===== config.mk =====
export PLATFORM = sky130hd
export DESIGN_NAME = vrefr_sqrt
export DESIGN_NICKNAME = d
export VERILOG_FILES = /design/src/rtl/vrefr_sqrt.sv
export SDC_FILE = /design/constraint.sdc
export NUM_CORES = 2
export LEC_CHECK = 0
export BUFFER_PORTS_ARGS = -buffer_cell sky130_fd_sc_hd__buf_2
export CAP_MARGIN = 20
export CORE_ASPECT_RATIO = 2
export CORE_MARGIN = 1.5
export CORE_UTILIZATION = 30
export CTS_BUF_LIST = sky130_fd_sc_hd__clkbuf_8
export DETAILED_ROUTE_END_ITERATION = 7
export HOLD_SLACK_MARGIN = 0.08
export PLACE_DENSITY = 0.48
export SKIP_CTS_REPAIR_TIMING = 1
export SLEW_MARGIN = 20
export SYNTH_ARGS = -nofsm -noshare
export SYNTH_HDL_FRONTEND = slang
export SYNTH_SLANG_ARGS = --single-unit

===== constraint.sdc =====
create_clock -name clk_i -period 3.5 [get_ports clk_i]
set_input_delay 0.7 -clock clk_i [delete_from_list [all_inputs] [get_ports clk_i]]
set_output_delay 0.7 -clock clk_i [all_outputs]
set_load 0.05 [all_outputs]

===== src/rtl/vrefr_sqrt.sv =====
// vrefr_sqrt: pipelined integer square root, one result bit per stage
// depends on nothing; width generic, carries a sideband word along
module vrefr_sqrt #(
  parameter int unsigned InW = 66,
  parameter int unsigned SideW = 8
) (
  input  logic                 clk_i,
  input  logic                 rst_ni,
  input  logic                 en_i,
  input  logic                 valid_i,
  input  logic [InW-1:0]       rad_i,
  input  logic [SideW-1:0]     side_i,
  output logic                 valid_o,
  output logic [(InW+1)/2-1:0] root_o,
  output logic [SideW-1:0]     side_o
);
  localparam int unsigned RW = (InW + 1) / 2;
  localparam int unsigned PW = 2 * RW;

  logic [PW-1:0]    rem_q [RW+1];
  logic [RW-1:0]    root_q [RW+1];
  logic [SideW-1:0] side_q [RW+1];
  logic [RW:0]      vld_q;

  assign rem_q[0]  = PW'(rad_i);
  assign root_q[0] = '0;
  assign side_q[0] = side_i;
  assign vld_q[0]  = valid_i;

  for (genvar k = 0; k < RW; k++) begin : g_stage
    localparam int unsigned B = RW - 1 - k;
    logic [PW-1:0] trial;
    logic          fits;
    // trial = (root << (B+1)) + (1 << 2B)
    assign trial = (PW'(root_q[k]) << (B + 1)) | (PW'(1) << (2 * B));
    assign fits  = rem_q[k] >= trial;
    always_ff @(posedge clk_i or negedge rst_ni) begin
      if (!rst_ni) begin
        vld_q[k+1] <= 1'b0;
      end else if (en_i) begin
        vld_q[k+1] <= vld_q[k];
      end
    end
    always_ff @(posedge clk_i) begin
      if (en_i) begin
        rem_q[k+1]  <= fits ? rem_q[k] - trial : rem_q[k];
        root_q[k+1] <= root_q[k] | (fits ? (RW'(1) << B) : '0);
        side_q[k+1] <= side_q[k];
      end
    end
  end

  assign valid_o = vld_q[RW];
  assign root_o  = root_q[RW];
  assign side_o  = side_q[RW];
endmodule


==> results.toml <==
[global_routing]
grt_antenna_before_repair = 29
grt_overflow = 0
first_pass_grt_wire_length_um = 685500
globalRouteTotalUtil_pct = 20.72
first_global_vias = 105800
grt_start_max_net_pins = 117

[min_path]
whs_endpoint = "rem_q[2120]$_DFFE_PP_"
hold_path.startpoint = "rad_i[8]"
hold_wc_path_type = "in2reg"
hold_depth = 2

[floorplan]
boundaryPins = 120
row_count = 352
die_width_um = 483.5
die_area_sq_um = 466100
die-height_um = 964.0
effective_utilization_at_floorplan_pct = 30.16
core_region_area_sq_um = 459400

[routing]
dr.first_iter.drc_count = 4213
detail_route.wl_per_cell_um = 25.68
wl_um = 514200
first_pass_iters = 7
post_detailed_route_count_of_antenna_violating_nets = 0
dr_total_vias = 98350
vias_per_cell = 4.911
drc = 0

[yosys]
ys_types = 99
seq_area_frac_synth_pct = 64.26
synth.yosys.warnings = 0
synth.most_common_cell = "edfxtp_1"
postSynthAreaPerCell_sq_um = 12.86
postSynthCellCount = 10780
synth.ff_latch_count = 2970
synth.top_cell.area_share_pct = 63.66
dominant_combinational_cell_family_by_area_after_synthesis = "simple AND/OR/NAND/NOR gates"
syn_area_sq_um = 138500
synthFlopType = "edfxtp_1"
synth-compound-area-share_pct = 8.891
mux_cell_area_share_after_synthesis_pct = 1.033
synthAdderAreaFrac_pct = 5.329
post_synth_main_area_contributors = "edfxtp_1, ha_1, xnor2_1"
number_of_flops_mapped_to_enable_cells_by_yosys = 2937
post_synth_and_or_nand_nor_area_fraction_pct = 11.77
yosys.area.top_type = "edfxtp_1"
synth_fp_nets = 11440
post_synth_xor_area_fraction_pct = 5.987
synth.cells.most_frequent = "edfxtp_1, nor2_1, a21oi_1"
async_reset_ff_share_pct = 1.111

[sta]
timing.final.max_slew_violations = 0
timing_worst_slew_pin_value_ns = 1.323
layout_setup_ws_ns = -0.7233
setup-tns-final_ns = -46.56
timing.final.crit_share_pct = 120.7
setup_viol = 260
fin_crit_ns = 4.223
hold_violations = 0
timing.slew.headroom_pct = 11.80
unrepaired_setup_endpoints_after_global_routing = "yes"
fmax_mhz = 236.8
clock_skew_ns = 0.1483

[worst_setup_path]
timing.reg2reg.worst_path_depth = 13
cp.arrival_ns = 5.17
critical_path.reg2reg.startpoint = "rem_q[272]$_DFFE_PP_"
timing.critical_path.required_ns = 4.45
end_kind = "flop"
worstReg2RegEnd = "rem_q[248]$_DFFE_PP_"
worst-r2r-setup-slack_ns = -0.72
worst-path-max-fanout = 3
worst-setup-path-type = "reg2reg"
critPathLaunchType = "flop"

[clock_tree]
clk_root_buffer_cell = "clkbuf_8"
cts_tree = "yes"
clk_pin_slew_ns = 0.07
tritoncts.num_buffers = 452
cts_num_sinks = 2970
cts.path.max_buffers = 4
clkLatencyLatePin_ns = 1.18
clock_tree.htree_level_count = 5

[run]
cap_violations = 0

[layout]
flow.area_growth_from_synthesis_pct = 31.08
finalNonFillerCells = 20030
multi_input_gate_area_in_the_final_layout_sq_um = 51810
num-nets-final = 14170
post_route_cells_drive_above_1_share_pct = 29.04
layout.area.seq_sq_um = 89020
fin_util_pct = 39.53
fillCellCount = 43510

[power]
peak_supply_drop_mv = 0.4015
power.density_cell_area_nw_per_um2 = 619.8
switching_share_pct = 33.27
cell_internal_pwr_mw = 75.10
p_sw_mw = 37.44
sequentialPowerShare_pct = 42.9
comb_power_share_pct = 31.4
report.power.total_mw = 112.5
power.leakage_nw = 70.61
clkPwrFrac_pct = 25.6

[place]
worst_setup_slack_post_dpl_ns = -1.193
dp.final_hpwl_um = 400300
numPortBuffers = 119
gp_congestion = 0.9738
numPlacedInstances = 18760

[run_status]
violations_in_the_final_reports = "setup timing"
outcome = "finished with violations"
==> worst max-delay path, cell delays in order (launching register included) <==
cell	delay (ns)
edfxtp_1	0.43
ha_4	0.30
buf_6	0.10
nor4b_4	0.16
buf_4	0.15
nand4_1	0.75
nor3_2	0.47
clkbuf_16	0.20
a31oi_4	0.10
a2111o_1	0.37
or3_4	0.46
buf_6	0.15
or3_1	0.34
nand2_1	0.07
==> worst max path at each step <==
stage	startpoint	endpoint	slack [ns]	cells past startpoint
floorplan	rem_q[367]$_DFFE_PP_	rem_q[292]$_DFFE_PP_	0.1	12
global placement	rem_q[173]$_DFFE_PP_	rem_q[131]$_DFFE_PP_	-3.65	10
detailed placement	rem_q[491]$_DFFE_PP_	rem_q[448]$_DFFE_PP_	-1.19	12
CTS	rem_q[491]$_DFFE_PP_	rem_q[460]$_DFFE_PP_	-1.18	12
global route	rem_q[272]$_DFFE_PP_	rem_q[248]$_DFFE_PP_	-0.73	13
finish	rem_q[272]$_DFFE_PP_	rem_q[248]$_DFFE_PP_	-0.72	13
==> registers in the layout, indices dropped and copies added, names as in the netlist <==
name / flops
vld_q: 32
side_o: 8
side_q: 256
root_o: 33
g_stage.trial: 528
valid_o: 1
rem_q: 2112
==> cells by family (layout without fill, tap and decap cells) <==
logic type | count (synthesis) | count (layout)
mux | 128 | 128
flops | 2970 | 2970
simple gates | 3160 | 3160
compound gates | 1996 | 1996
other cells | 0 | 146
xor+xnor | 947 | 947
buf+inv | 985 | 4071
fa+ha+maj | 590 | 590
==> through the flow <==
| stage | area [sq um] | hold WS [ns] |
|---|---|---|
| after CTS | 171500 | -0.4499 |
| after global placement | 162800 | 0.4004 |
| after detailed placement | 162800 | 0.4045 |
| after floorplan | 138500 | 0.4003 |
| final | 181600 | 0.2195 |
| after global routing | 181500 | 0.1281 |
==> layer usage <==
metal  wire [um]  vias to the layer above  global-route usage, %
li1            -                    45990                      -
met1      104700                    48210                  10.50
met2      316200                     2435                  46.75
met3       13260                     1699                  2.650
met4       79980                       10                  24.70
met5          41                        -                      0
==> power by group through the flow <==
stage	sequential, mW	clock [mW]	combinational [mW]
final	48.3	28.9	35.4
after global routing	48.7	31.1	37.6
after CTS	48.1	29.9	32.3
after detailed placement	48.8	0	32.2
after global placement	48.7	0	31.8
after floorplan	47.5	0	15.8
==> final cells by class <==
class	instances	area share, %
antenna	146	0.2012
clock buffer	459	3.479
tap	6018	4.147
timing repair buffer	2524	11.79
inverter	732	1.533
sequential	2970	49.02
clock inverter	356	1.295
multi-input combinational	6821	28.53
==> cells in the final DEF, fill, tap and decap left out, drive strengths merged, types with 229 or more instances in the layout <==
cell	instances
buf	2419
inv	871
clkbuf	486
xor2	411
a21oi	770
nor2	799
xnor2	536
edfxtp	2937
nor3	265
nor4	349
a21o	229
ha	590
nand2	620
o21ai	408
No activity file was read; power rests on OpenSTA's default activity.
